===== config.mk =====
export PLATFORM = sky130hd
export DESIGN_NAME = sh2_instruction_subset_decoder
export DESIGN_NICKNAME = d
export VERILOG_FILES = /design/src/sv/sh2d_pkg.sv /design/src/sv/sh2_instruction_subset_decoder.sv
export SDC_FILE = /design/constraint.sdc
export NUM_CORES = 1
export LEC_CHECK = 0
export ABC_AREA = 1
export BUFFER_PORTS_ARGS = -buffer_cell sky130_fd_sc_hd__buf_2
export CORE_MARGIN = 3
export CORE_UTILIZATION = 53
export DETAILED_ROUTE_END_ITERATION = 16
export GPL_ROUTABILITY_DRIVEN = 0
export PLACE_DENSITY = 0.75
export SLEW_MARGIN = 5
export SYNTH_ARGS = -nofsm -noshare
export SYNTH_HDL_FRONTEND = slang
export SYNTH_SLANG_ARGS = --single-unit

===== constraint.sdc =====
create_clock -name clk -period 6.65 [get_ports clk]
set_clock_uncertainty 0.15 [all_clocks]
set_input_delay 0.3325 -clock clk [delete_from_list [all_inputs] [get_ports clk]]
set_output_delay 0.3325 -clock clk [all_outputs]
set_load 0.005 [all_outputs]

===== src/sv/sh2d_pkg.sv =====
// Package: decode types, operation and kind codes, and the decode function.
`timescale 1ns / 1ps
`default_nettype none

package sh2d_pkg;

	typedef enum logic [5:0] {
		OP_UNKNOWN    = 6'd0,
		OP_MOVW_LD    = 6'd1,
		OP_MOVL_LD    = 6'd2,
		OP_MOV_RR     = 6'd3,
		OP_MOVL_PCREL = 6'd4,
		OP_BRA        = 6'd5,
		OP_JSR        = 6'd6,
		OP_NOP        = 6'd7,
		OP_MOVL_PUSH  = 6'd8,
		OP_RTS        = 6'd9,
		OP_MOVW_PCREL = 6'd10,
		OP_MOVL_POP   = 6'd11,
		OP_STSL_PR    = 6'd12,
		OP_LDSL_PR    = 6'd13,
		OP_MOV_IMM    = 6'd14,
		OP_ADD_IMM    = 6'd15,
		OP_MOVW_ST    = 6'd16,
		OP_MOVL_ST    = 6'd17,
		OP_TST        = 6'd18,
		OP_CMPEQ_IMM  = 6'd19,
		OP_CMPEQ_RR   = 6'd20,
		OP_BF         = 6'd21,
		OP_BT         = 6'd22,
		OP_BSR        = 6'd23,
		OP_JMP        = 6'd24,
		OP_MOVL_LDDSP = 6'd25,
		OP_MOVL_STDSP = 6'd26,
		OP_MOVW_STDSP = 6'd27,
		OP_MOVW_LDDSP = 6'd28,
		OP_MOVB_LD    = 6'd29,
		OP_MOVB_ST    = 6'd30,
		OP_ADD        = 6'd31,
		OP_SUB        = 6'd32,
		OP_SHLL       = 6'd33,
		OP_SHLR       = 6'd34,
		OP_SHLL2      = 6'd35,
		OP_SHLR2      = 6'd36,
		OP_CLRMAC     = 6'd37,
		OP_CLRT       = 6'd38,
		OP_SETT       = 6'd39
	} op_t;

	typedef enum logic [2:0] {
		MK_NONE = 3'd0,
		MK_RS8  = 3'd1,
		MK_RS16 = 3'd2,
		MK_RU32 = 3'd3,
		MK_WU8  = 3'd4,
		MK_WU16 = 3'd5,
		MK_WU32 = 3'd6
	} mem_kind_t;

	typedef enum logic [2:0] {
		FK_SEQ  = 3'd0,
		FK_BR   = 3'd1,
		FK_CBR  = 3'd2,
		FK_CALL = 3'd3,
		FK_JMP  = 3'd4,
		FK_RET  = 3'd5,
		FK_ILL  = 3'd6
	} flow_kind_t;

	typedef struct packed {
		op_t        op;
		logic [3:0] rn;
		logic [3:0] rm;
		logic [11:0] disp;
		mem_kind_t  mem;
		flow_kind_t flow;
		logic       ds;
	} dec_t;

	localparam logic [1:0] INSN_BYTES = 2'd2;

	// Top-nibble groups
	localparam logic [3:0] HI_0 = 4'h0;
	localparam logic [3:0] HI_1 = 4'h1;
	localparam logic [3:0] HI_2 = 4'h2;
	localparam logic [3:0] HI_3 = 4'h3;
	localparam logic [3:0] HI_5 = 4'h5;
	localparam logic [3:0] HI_6 = 4'h6;
	localparam logic [3:0] HI_7 = 4'h7;
	localparam logic [3:0] HI_9 = 4'h9;
	localparam logic [3:0] HI_A = 4'hA;
	localparam logic [3:0] HI_B = 4'hB;
	localparam logic [3:0] HI_D = 4'hD;
	localparam logic [3:0] HI_E = 4'hE;

	// Low-nibble sub-ops
	localparam logic [3:0] LO_0 = 4'h0;
	localparam logic [3:0] LO_1 = 4'h1;
	localparam logic [3:0] LO_2 = 4'h2;
	localparam logic [3:0] LO_3 = 4'h3;
	localparam logic [3:0] LO_6 = 4'h6;
	localparam logic [3:0] LO_8 = 4'h8;
	localparam logic [3:0] LO_C = 4'hC;

	// Patterns under the Rn-don't-care mask and the top-byte mask, and whole-word matches
	localparam logic [15:0] MASK_RN   = 16'hF0FF;
	localparam logic [15:0] MASK_TOP8 = 16'hFF00;
	localparam logic [15:0] PAT_JSR   = 16'h400B;
	localparam logic [15:0] PAT_STSL  = 16'h4022;
	localparam logic [15:0] PAT_LDSL  = 16'h4026;
	localparam logic [15:0] PAT_JMP   = 16'h402B;
	localparam logic [15:0] PAT_SHLL  = 16'h4000;
	localparam logic [15:0] PAT_SHLR  = 16'h4001;
	localparam logic [15:0] PAT_SHLL2 = 16'h4008;
	localparam logic [15:0] PAT_SHLR2 = 16'h4009;
	localparam logic [15:0] PAT_CMPEQ = 16'h8800;
	localparam logic [15:0] PAT_BF    = 16'h8B00;
	localparam logic [15:0] PAT_BT    = 16'h8900;
	localparam logic [15:0] PAT_MOVWS = 16'h8100;
	localparam logic [15:0] PAT_MOVWL = 16'h8500;
	localparam logic [15:0] W_NOP     = 16'h0009;
	localparam logic [15:0] W_RTS     = 16'h000B;
	localparam logic [15:0] W_CLRMAC  = 16'h0028;
	localparam logic [15:0] W_CLRT    = 16'h0008;
	localparam logic [15:0] W_SETT    = 16'h0018;

	function automatic dec_t mk(op_t op, logic [3:0] rn, logic [3:0] rm, logic [11:0] disp,
			mem_kind_t mem, flow_kind_t flow, logic ds);
		dec_t d;
		d.op = op; d.rn = rn; d.rm = rm; d.disp = disp;
		d.mem = mem; d.flow = flow; d.ds = ds;
		return d;
	endfunction

	// First matching pattern wins.
	function automatic dec_t sh2d_decode(logic [15:0] w);
		logic [3:0]  hi;
		logic [3:0]  lo;
		logic [3:0]  n;
		logic [3:0]  m;
		logic [11:0] i8;
		logic [11:0] l4;
		logic [11:0] d12;
		logic [15:0] m4;
		logic [15:0] top8;
		dec_t        d;
		hi   = w[15:12];
		lo   = w[3:0];
		n    = w[11:8];
		m    = w[7:4];
		i8   = {4'd0, w[7:0]};
		l4   = {8'd0, w[3:0]};
		d12  = w[11:0];
		m4   = w & MASK_RN;
		top8 = w & MASK_TOP8;
		priority if (hi == HI_6 && lo == LO_1) d = mk(OP_MOVW_LD, n, m, '0, MK_RS16, FK_SEQ, 1'b0);
		else if (hi == HI_6 && lo == LO_2) d = mk(OP_MOVL_LD, n, m, '0, MK_RU32, FK_SEQ, 1'b0);
		else if (hi == HI_6 && lo == LO_3) d = mk(OP_MOV_RR, n, m, '0, MK_NONE, FK_SEQ, 1'b0);
		else if (hi == HI_D) d = mk(OP_MOVL_PCREL, n, '0, i8, MK_RU32, FK_SEQ, 1'b0);
		else if (hi == HI_A) d = mk(OP_BRA, '0, '0, d12, MK_NONE, FK_BR, 1'b1);
		else if (m4 == PAT_JSR) d = mk(OP_JSR, n, '0, '0, MK_NONE, FK_CALL, 1'b1);
		else if (w == W_NOP) d = mk(OP_NOP, '0, '0, '0, MK_NONE, FK_SEQ, 1'b0);
		else if (hi == HI_2 && lo == LO_6) d = mk(OP_MOVL_PUSH, n, m, '0, MK_WU32, FK_SEQ, 1'b0);
		else if (w == W_RTS) d = mk(OP_RTS, '0, '0, '0, MK_NONE, FK_RET, 1'b1);
		else if (hi == HI_9) d = mk(OP_MOVW_PCREL, n, '0, i8, MK_RS16, FK_SEQ, 1'b0);
		else if (hi == HI_6 && lo == LO_6) d = mk(OP_MOVL_POP, n, m, '0, MK_RU32, FK_SEQ, 1'b0);
		else if (m4 == PAT_STSL) d = mk(OP_STSL_PR, n, '0, '0, MK_WU32, FK_SEQ, 1'b0);
		// LDS.L takes its source register from bits 11..8
		else if (m4 == PAT_LDSL) d = mk(OP_LDSL_PR, '0, n, '0, MK_RU32, FK_SEQ, 1'b0);
		else if (hi == HI_E) d = mk(OP_MOV_IMM, n, '0, i8, MK_NONE, FK_SEQ, 1'b0);
		else if (hi == HI_7) d = mk(OP_ADD_IMM, n, '0, i8, MK_NONE, FK_SEQ, 1'b0);
		else if (hi == HI_2 && lo == LO_1) d = mk(OP_MOVW_ST, n, m, '0, MK_WU16, FK_SEQ, 1'b0);
		else if (hi == HI_2 && lo == LO_2) d = mk(OP_MOVL_ST, n, m, '0, MK_WU32, FK_SEQ, 1'b0);
		else if (hi == HI_2 && lo == LO_8) d = mk(OP_TST, n, m, '0, MK_NONE, FK_SEQ, 1'b0);
		else if (top8 == PAT_CMPEQ) d = mk(OP_CMPEQ_IMM, '0, '0, i8, MK_NONE, FK_SEQ, 1'b0);
		else if (hi == HI_3 && lo == LO_0) d = mk(OP_CMPEQ_RR, n, m, '0, MK_NONE, FK_SEQ, 1'b0);
		else if (top8 == PAT_BF) d = mk(OP_BF, '0, '0, i8, MK_NONE, FK_CBR, 1'b0);
		else if (top8 == PAT_BT) d = mk(OP_BT, '0, '0, i8, MK_NONE, FK_CBR, 1'b0);
		else if (hi == HI_B) d = mk(OP_BSR, '0, '0, d12, MK_NONE, FK_CALL, 1'b1);
		else if (m4 == PAT_JMP) d = mk(OP_JMP, n, '0, '0, MK_NONE, FK_JMP, 1'b1);
		else if (hi == HI_5) d = mk(OP_MOVL_LDDSP, n, m, l4, MK_RU32, FK_SEQ, 1'b0);
		else if (hi == HI_1) d = mk(OP_MOVL_STDSP, n, m, l4, MK_WU32, FK_SEQ, 1'b0);
		// base register of MOV.W R0,@(disp,Rn) sits in bits 7..4
		else if (top8 == PAT_MOVWS) d = mk(OP_MOVW_STDSP, m, '0, l4, MK_WU16, FK_SEQ, 1'b0);
		else if (top8 == PAT_MOVWL) d = mk(OP_MOVW_LDDSP, '0, m, l4, MK_RS16, FK_SEQ, 1'b0);
		else if (hi == HI_6 && lo == LO_0) d = mk(OP_MOVB_LD, n, m, '0, MK_RS8, FK_SEQ, 1'b0);
		else if (hi == HI_2 && lo == LO_0) d = mk(OP_MOVB_ST, n, m, '0, MK_WU8, FK_SEQ, 1'b0);
		else if (hi == HI_3 && lo == LO_C) d = mk(OP_ADD, n, m, '0, MK_NONE, FK_SEQ, 1'b0);
		else if (hi == HI_3 && lo == LO_8) d = mk(OP_SUB, n, m, '0, MK_NONE, FK_SEQ, 1'b0);
		else if (m4 == PAT_SHLL) d = mk(OP_SHLL, n, '0, '0, MK_NONE, FK_SEQ, 1'b0);
		else if (m4 == PAT_SHLR) d = mk(OP_SHLR, n, '0, '0, MK_NONE, FK_SEQ, 1'b0);
		else if (m4 == PAT_SHLL2) d = mk(OP_SHLL2, n, '0, '0, MK_NONE, FK_SEQ, 1'b0);
		else if (m4 == PAT_SHLR2) d = mk(OP_SHLR2, n, '0, '0, MK_NONE, FK_SEQ, 1'b0);
		else if (w == W_CLRMAC) d = mk(OP_CLRMAC, '0, '0, '0, MK_NONE, FK_SEQ, 1'b0);
		else if (w == W_CLRT) d = mk(OP_CLRT, '0, '0, '0, MK_NONE, FK_SEQ, 1'b0);
		else if (w == W_SETT) d = mk(OP_SETT, '0, '0, '0, MK_NONE, FK_SEQ, 1'b0);
		else d = mk(OP_UNKNOWN, '0, '0, '0, MK_NONE, FK_ILL, 1'b0);
		return d;
	endfunction

endpackage

`default_nettype wire


===== src/sv/sh2_instruction_subset_decoder.sv =====
// Top level: two-stage registered decoder for a subset of 16-bit SH-2 instruction words.
`timescale 1ns / 1ps
`default_nettype none

// Channel | handshake            | payload
// --------+----------------------+-----------------------------------------------
// in      | in_valid / in_ready  | opcode, fetch_pc
// out     | out_valid / out_ready| op_number, reg_n, reg_m, displacement, mem_kind,
//         |                      | flow_kind, delay_slot, length_bytes, raw_word, pc_out
//
// One request per cycle sustained while out_ready stays high; an accepted request passes
// through the stage 1 and stage 2 registers before out_valid rises.
// Stage 1 registers the word and pc; the priority decode sits between stage 1 and stage 2.
// arst_n clears only the two stage valid bits; payload registers are not reset.
// A stall on out_ready holds stage 2, and stage 1 advances into it as soon as it frees,
// so in_ready drops only when both stages are full and the output is stalled.

module sh2_instruction_subset_decoder (
	input  wire logic        clk,
	input  wire logic        arst_n,
	input  wire logic        in_valid,
	output logic             in_ready,
	input  wire logic [15:0] opcode,
	input  wire logic [31:0] fetch_pc,
	output logic             out_valid,
	input  wire logic        out_ready,
	output logic [5:0]       op_number,
	output logic [3:0]       reg_n,
	output logic [3:0]       reg_m,
	output logic [11:0]      displacement,
	output logic [2:0]       mem_kind,
	output logic [2:0]       flow_kind,
	output logic             delay_slot,
	output logic [1:0]       length_bytes,
	output logic [15:0]      raw_word,
	output logic [31:0]      pc_out
);
	import sh2d_pkg::*;

	// stage 1: captured request
	logic        valid_s1;
	logic [15:0] word_s1;
	logic [31:0] pc_s1;

	// stage 2: decoded result waiting for the consumer
	logic        valid_s2;
	dec_t        dec_s2;
	logic [15:0] word_s2;
	logic [31:0] pc_s2;

	logic adv_s2;
	logic adv_s1;
	dec_t dec_comb;

	// stage 2 takes new data when empty or being drained this cycle
	assign adv_s2   = !valid_s2 || out_ready;
	// stage 1 frees when empty or moving into stage 2
	assign adv_s1   = !valid_s1 || adv_s2;
	assign in_ready = adv_s1;

	assign dec_comb = sh2d_decode(word_s1);

	always_ff @(posedge clk or negedge arst_n) begin
		if (!arst_n) begin
			valid_s1 <= 1'b0;
			valid_s2 <= 1'b0;
		end else begin
			if (adv_s1) begin
				valid_s1 <= in_valid;
			end
			if (adv_s2) begin
				valid_s2 <= valid_s1;
			end
		end
	end

	// payload: load on advance, hold otherwise
	always_ff @(posedge clk) begin
		if (adv_s1 && in_valid) begin
			word_s1 <= opcode;
			pc_s1   <= fetch_pc;
		end
		if (adv_s2 && valid_s1) begin
			dec_s2  <= dec_comb;
			word_s2 <= word_s1;
			pc_s2   <= pc_s1;
		end
	end

	assign out_valid    = valid_s2;
	assign op_number    = dec_s2.op;
	assign reg_n        = dec_s2.rn;
	assign reg_m        = dec_s2.rm;
	assign displacement = dec_s2.disp;
	assign mem_kind     = dec_s2.mem;
	assign flow_kind    = dec_s2.flow;
	assign delay_slot   = dec_s2.ds;
	assign length_bytes = INSN_BYTES;
	assign raw_word     = word_s2;
	assign pc_out       = pc_s2;

endmodule

`default_nettype wire

==> results of run 1 <==
-- metrics by stage --
stage	power [uW]	worst slack [ps]	cells	hold slack [ps]	utilization, %
6_report	2140	4120	827	269	74.6
5_1_grt	2210	3860	826	276	74.6
4_1_cts	2130	4180	826	269	74.6
3_5_place_dp	1240	4210	744	-32.1	63.8
3_3_place_gp	1240	4180	744	-32.9	63.8
2_1_floorplan	1150	1590	481	-113	-
-- what timing repair did --
item                                   4_1_cts  5_1_grt
hold buffers                                52        0
endpoints found under the hold margin       52        0
setup buffers                                0        0
-- cells by family after synthesis --
family	after synthesis
other	2
AND/OR/NAND/NOR	243
flip-flops	131
AO/OA/AOI/OAI	27
buffers and inverters	78
-- final timing paths --
check                                                end  cells past startpoint
max reg2reg                displacement[1]$_SDFFCE_PP0P_                     11
max                        displacement[1]$_SDFFCE_PP0P_                     11
min                                 pc_out[23]$_DFFE_PP_                      0
min reg2reg                         pc_out[23]$_DFFE_PP_                      0
min in group asynchronous           valid_s1$_DFFE_PN0N_                      3
max in group asynchronous          out_valid$_DFFE_PN0P_                      3
-- power groups by stage --
stage	clock network, uW	registers (uW)	logic [uW]
3_5_place_dp	0	1060	188
2_1_floorplan	0	1060	87.3
4_1_cts	876	1040	212
6_report	878	1040	217
5_1_grt	918	1050	240
3_3_place_gp	0	1050	185
-- worst max-delay path, stage by stage (launching register included) --
cell	delay, ps
sky130_fd_sc_hd__edfxtp_1	520
sky130_fd_sc_hd__inv_1	240
sky130_fd_sc_hd__nor2_1	100
sky130_fd_sc_hd__nand3_1	120
sky130_fd_sc_hd__nor2_1	50
sky130_fd_sc_hd__nor2_1	120
sky130_fd_sc_hd__inv_1	70
sky130_fd_sc_hd__nor2_1	210
sky130_fd_sc_hd__nand4_1	290
sky130_fd_sc_hd__nand3b_4	290
sky130_fd_sc_hd__nand2_1	80
sky130_fd_sc_hd__inv_1	40
-- routing by layer --
metal	global-route usage, %	vias up	share of wire, %
met2	41.4	317	49
met4	11.5	0	2.9
li1	-	2038	-
met1	30.0	2045	37
met3	9.49	46	11
met5	0	-	0
-- Yosys cell counts --
cell type,count,share of area [%]
sky130_fd_sc_hd__edfxtp_1,129,70
sky130_fd_sc_hd__nand2_1,101,6.9
sky130_fd_sc_hd__inv_1,66,4.5
sky130_fd_sc_hd__nor2_1,62,4.2
sky130_fd_sc_hd__nand3_1,27,2.4
sky130_fd_sc_hd__o21ai_0,18,1.6
sky130_fd_sc_hd__nand4_1,14,1.6
sky130_fd_sc_hd__nor2_2,11,1.2
sky130_fd_sc_hd__nor3_1,9,0.81
sky130_fd_sc_hd__inv_2,7,0.47
sky130_fd_sc_hd__nor4_1,5,0.57
sky130_fd_sc_hd__o2111ai_1,5,0.79
sky130_fd_sc_hd__buf_4,3,0.41
sky130_fd_sc_hd__nor2_4,3,0.61
sky130_fd_sc_hd__a21oi_1,2,0.18
sky130_fd_sc_hd__conb_1,2,0.14
sky130_fd_sc_hd__dfrtp_1,2,0.90
sky130_fd_sc_hd__nand2_2,2,0.23
sky130_fd_sc_hd__nor3_2,2,0.36
sky130_fd_sc_hd__a211oi_1,1,0.14
sky130_fd_sc_hd__and3_1,1,0.11
sky130_fd_sc_hd__buf_2,1,0.090
sky130_fd_sc_hd__buf_6,1,0.20
sky130_fd_sc_hd__nand3_2,1,0.18
sky130_fd_sc_hd__nand3b_4,1,0.36
sky130_fd_sc_hd__nand4_2,1,0.23
sky130_fd_sc_hd__nor3b_1,1,0.14
sky130_fd_sc_hd__nor4_2,1,0.23
sky130_fd_sc_hd__nor4b_2,1,0.27
sky130_fd_sc_hd__o21ai_2,1,0.16
-- layout make-up --
cell class	instances	share of cell area, %
antenna	1	0.0337
inverter	73	3.69
tap	133	2.24
multi-input combinational	272	17.6
sequential	131	52.8
timing repair buffer	187	16.1
clock buffer	17	5.58
clock inverter	13	1.87
-- registers in the layout, summed over array words and instances (netlist names), 4 cells and up --
signal        count
pc_out           32
pc_s1            32
raw_word         16
word_s1          16
displacement     12
op_number         6
reg_m             4
reg_n             4
-- cells in the final DEF, fill, tap and decap left out, types with 8 or more instances in the layout --
cell type,Yosys,layout
sky130_fd_sc_hd__inv_1,66,65
sky130_fd_sc_hd__nand4_1,14,14
sky130_fd_sc_hd__nand2_1,101,101
sky130_fd_sc_hd__nor2_1,62,62
sky130_fd_sc_hd__nor2_2,11,11
sky130_fd_sc_hd__nand3_1,27,27
sky130_fd_sc_hd__edfxtp_1,129,129
sky130_fd_sc_hd__inv_2,7,8
sky130_fd_sc_hd__clkbuf_16,0,16
sky130_fd_sc_hd__o21ai_0,18,18
sky130_fd_sc_hd__buf_2,1,134
sky130_fd_sc_hd__dlygate4sd3_1,0,52
sky130_fd_sc_hd__nor3_1,9,9
==> run_results.csv, run 1 <==
group,metric,value,unit
setup_path,timing.reg2reg.setup_slack,4120,ps
place,place.detailed.hpwl,8.42,mm
setup_path,timing.critical_path.fanout_max,8,
clock_tree,cts-buffers-inserted,17,
pwr,p_comb_share,10.1,%
sta,timing.slew.headroom,32.7,%
global_routing,grt_antenna_before_repair,0,
logic_synthesis,synth.area.mux_share,0,%
route,post_drt_wl_per_cell,16.9,um
global_routing,grt_pass1_wl,22.1,mm
final_layout,syn2layout_area_growth,34.2,%
floorplanning,floorplan.rows,36,
sta,tightest_slew,1010,ps
pwr,power_leakage,0.00315,uW
clock_tree,cts_root_buf,"sky130_fd_sc_hd__clkbuf_8",
route,dr.pass1.iters,7,
final_layout,finish.instance_area,0.00743,mm2
pwr,vdd_drop_max,257,uV
global_routing,first_global_vias,4382,
floorplanning,die_height,108,um
logic_synthesis,netlist_area,0.00553,mm2
final_layout,area.sequential,0.00392,mm2
clock_tree,clock_pin_slew_on_the_worst_setup_and_hold_paths,60,ps
logic_synthesis,yosys_warnings,0,
global_routing,leftover_overflow_at_the_end_of_global_routing,0,
sta,timing.final.crit_share,38.0,%
floorplanning,ios,137,
place,number_of_port_buffers,134,
floorplanning,initial_core_util,55.6,%
floorplanning,chip_width,108,um
logic_synthesis,yosys.area_share.simple,20.4,%
sta,setup_repair_after_global_routing_missed_its_margin,"false",
setup_path,crit_path_start_kind,"flip-flop",
floorplanning,core_area,0.00995,mm2
sta,finalSetupTns,0,ps
setup_path,r2r-start,"word_s1[11]$_DFFE_PP_",
route,wirelength,14.0,mm
pwr,switching_share,23.9,%
final_layout,nets,734,
global_routing,largest_net_degree_at_the_start_of_global_routing,82,
route,avgViaCountPerCell,5.38,
logic_synthesis,combinational_family_with_the_most_area_after_synthesis,"simple AND/OR/NAND/NOR gates",
setup_path,crit_path_launch,"word_s1[11]$_DFFE_PP_",
route,dr_total_vias,4446,
worst_hold_path,hold_path.class,"flip-flop to flip-flop",
logic_synthesis,synth_cell_types,30,
clock_tree,clkSinkCount,131,
global_routing,globalRouteTotalUtil,25.4,%
pwr,power.share.clock,41.1,%
pwr,power-per-cell-area,288,mW/mm2
logic_synthesis,synthAdderAreaFrac,0,%
setup_path,critical_path_arrival,2660,ps
final_layout,multi_input_area,0.00131,mm2
logic_synthesis,synth.ff_latch_count,131,
logic_synthesis,syn_nets,533,
setup_path,worst_setup_path_end_kind,"flip-flop",
clock_tree,cts_tree,"built",
clock_tree,total_of_cells_resized_after_clock_tree_synthesis,0,
logic_synthesis,post_synth_xor_area_fraction,0,%
job,max_capacitance_violation_count,0,
sta,fmax,396,MHz
final_layout,layout-drive-gt1-share,28.4,%
final_layout,fillCellCount,614,
sta,finalWorstPathRequiredPeriod,2530,ps
logic_synthesis,synth_area_in_compound_gates,2.89,%
logic_synthesis,sequential_element_share_of_the_synthesized_area,70.9,%
route,drtAntennaViolNets,0,
sta,slew_viol_final,0,
sta,timing_hold_violations_final,0,
worst_hold_path,hold_start,"pc_s1[23]$_DFFE_PP_",
run_status,outcome,"complete, no violations",
setup_path,critical_path_required,6780,ps
clock_tree,clk_latency,530,ps
logic_synthesis,synthesis.instances,481,
sta,setup_viol,0,
pwr,cell_internal_pwr,1630,uW
pwr,power_frac_seq,48.8,%
place,postPlaceCellArea,0.00635,mm2
logic_synthesis,syn-mean-instance-area,11.5,um2
clock_tree,ctsLongestPathBuffers,2,
pwr,p_sw,512,uW
route,iter_0_drt_violations,405,
route,drc,0,
floorplanning,area_enclosed_by_the_die_boundary,0.0117,mm2
clock_tree,cts-htree-levels,4,
setup_path,crit_type,"flip-flop to flip-flop",
Note: power is estimated with default switching activity, not from simulation.
==> inputs of run 2 (changes only) <==
clock period = 2.6 ns   (was 6.65 ns; I/O delays follow)
==> run 2 against run 1 <==
Combinational power increased to 2.7 times the previous value. Core utilization increased by 1.5 points. Clock-buffer cell count increased by 1. Final area increased by 2.1%. Critical path depth decreased by 2. Hold slack got worse by 91 ps. Final cell count increased by 2.4%. Die area unchanged. Via count increased by 0.47%. Total power increased by 150%. Flip-flop and latch count unchanged. Non-clock buffer count increased by 19. Largest power group unchanged. Highest routed layer unchanged.
==> run_results.csv, run 2 (synthesized netlist as in run 1, its figures left out) <==
group,metric,value,unit
run_status,outcome,"complete, no violations",
route,avgViaCountPerCell,5.27,
sta,fmax,420,MHz
final_layout,most-common-layout-cells,"sky130_fd_sc_hd__buf_2 (134), sky130_fd_sc_hd__edfxtp_1 (129), sky130_fd_sc_hd__nand2_1 (101)",
pwr,power_leakage,0.00323,uW
pwr,power.total,5340,uW
final_layout,layout-drive-gt1-share,30.7,%
final_layout,n_antenna_cell,0,
place,place.detailed.hpwl,8.55,mm
final_layout,nets,753,
pwr,switching_share,25.0,%
sta,timing.slew.headroom,66.0,%
pwr,cell_internal_pwr,4010,uW
sta,timing.final.crit_share,91.6,%
setup_path,worst_setup_path_end_kind,"flip-flop",
floorplanning,die_height,108,um
clock_tree,clk_latency,510,ps
setup_path,critical_path_arrival,2470,ps
clock_tree,cts-htree-levels,4,
pwr,p_sw,1330,uW
setup_path,rr_worst_depth,9,
sta,timing_hold_violations_final,0,
floorplanning,floorplan.rows,36,
final_layout,fillCellCount,591,
setup_path,critical_path_required,2690,ps
sta,tightest_slew,508,ps
setup_path,crit_path_start_kind,"flip-flop",
pwr,vdd_drop_max,461,uV
pwr,power-per-cell-area,705,mW/mm2
route,iter_0_drt_violations,361,
global_routing,grt_pass1_wl,22.1,mm
clock_tree,cts_tree,"built",
setup_path,timing.critical_path.fanout_max,8,
pwr,p_comb_share,11.0,%
clock_tree,cts-buffers-inserted,17,
sta,slew_viol_final,0,
final_layout,syn2layout_area_growth,37.0,%
route,wirelength,14.0,mm
route,post_drt_wl_per_cell,16.5,um
setup_path,crit_type,"flip-flop to flip-flop",
sta,setup_viol,0,
place,number_of_port_buffers,134,
route,dr.pass1.iters,6,
clock_tree,clkSinkCount,131,
global_routing,globalRouteTotalUtil,25.0,%
sta,hold_slack,177,ps
sta,finalWorstPathRequiredPeriod,2380,ps
final_layout,mostFrequentLayoutCell,"sky130_fd_sc_hd__buf_2",
clock_tree,cts_root_buf,"sky130_fd_sc_hd__clkbuf_8",
global_routing,grt_antenna_before_repair,0,
worst_hold_path,hold_path.class,"input pin to flip-flop",
worst_hold_path,hold-path-cell-count,2,
clock_tree,ctsLongestPathBuffers,2,
route,dr_total_vias,4467,
clock_tree,clock_pin_slew_on_the_worst_setup_and_hold_paths,60,ps
floorplanning,initial_core_util,55.6,%
floorplanning,ios,137,
pwr,power.share.clock,39.2,%
route,drc,0,
floorplanning,core_area,0.00995,mm2
global_routing,first_global_vias,4350,
pwr,power_frac_seq,49.8,%
sta,finalSetupTns,0,ps
route,drtAntennaViolNets,0,
global_routing,leftover_overflow_at_the_end_of_global_routing,0,
floorplanning,chip_width,108,um
job,max_capacitance_violation_count,0,
floorplanning,area_enclosed_by_the_die_boundary,0.0117,mm2
global_routing,largest_net_degree_at_the_start_of_global_routing,82,
final_layout,post-route-util,76.1,%
[run 2: repair_timing]
item / 4_1_cts / 5_1_grt
hold buffers: 54 / 0
buffers inserted: 0 / 12
resized for setup: 0 / 8
endpoints found under the hold margin: 56 / 0
setup endpoints to repair: 0 / 3
[run 2: worst max-delay path: stages, from the launching register on]
cell and delay [ps]:
sky130_fd_sc_hd__edfxtp_1 480, sky130_fd_sc_hd__inv_2 90, sky130_fd_sc_hd__nand2_1 100, sky130_fd_sc_hd__nor2_2 220, sky130_fd_sc_hd__inv_2 90, sky130_fd_sc_hd__nor2_4 250
sky130_fd_sc_hd__clkinvlp_4 250, sky130_fd_sc_hd__buf_4 190, sky130_fd_sc_hd__o21ai_0 150, sky130_fd_sc_hd__o21ai_0 140
[run 2: area by class of cell]
class	count	area (um2)	area share (%)
sequential	131	3920	51.8
timing repair buffer	206	1360	17.9
multi-input combinational	272	1330	17.6
clock buffer	18	418	5.51
inverter	73	278	3.66
tap	133	166	2.20
clock inverter	14	104	1.37
[run 2: path summary, 6_finish.rpt]
check,from,to,slack [ps]
max,word_s1[12]$_DFFE_PP_,reg_m[0]$_DFFE_PP_,220
min,fetch_pc[29],pc_s1[29]$_DFFE_PP_,180
max reg2reg,word_s1[12]$_DFFE_PP_,reg_m[0]$_DFFE_PP_,220
min reg2reg,pc_s1[6]$_DFFE_PP_,pc_out[6]$_DFFE_PP_,270
max in group asynchronous,arst_n,valid_s1$_DFFE_PN0N_,1830
min in group asynchronous,arst_n,out_valid$_DFFE_PN0P_,340
[run 2: stage by stage]
stage                     area [um2]  std cells  setup WS [ps]
after detailed placement        6400        749            221
after CTS                       7460        835            201
after global placement          6400        749            319
after floorplan                 5550        481            221
after global routing            7580        847         -0.463
final                           7580        847            218
[run 2: layer usage]
metal  global-route usage [%]  vias up  wire length [um]  part of all wire (%)
met5                        0        -                 0                     0
met3                     9.43       48              1590                    11
met1                     31.0     2042              5120                    37
met4                     10.4        0               453                   3.2
met2                     39.9      297              6820                    49
li1                         -     2080                 -                     -
[run 2: power by group through the flow]
stage	combinational (uW)	sequential, uW	clock (uW)
detailed placement	491	2700	0
CTS	559	2660	2110
global route	652	2680	2220
global placement	483	2690	0
finish	588	2660	2090
floorplan	227	2710	0
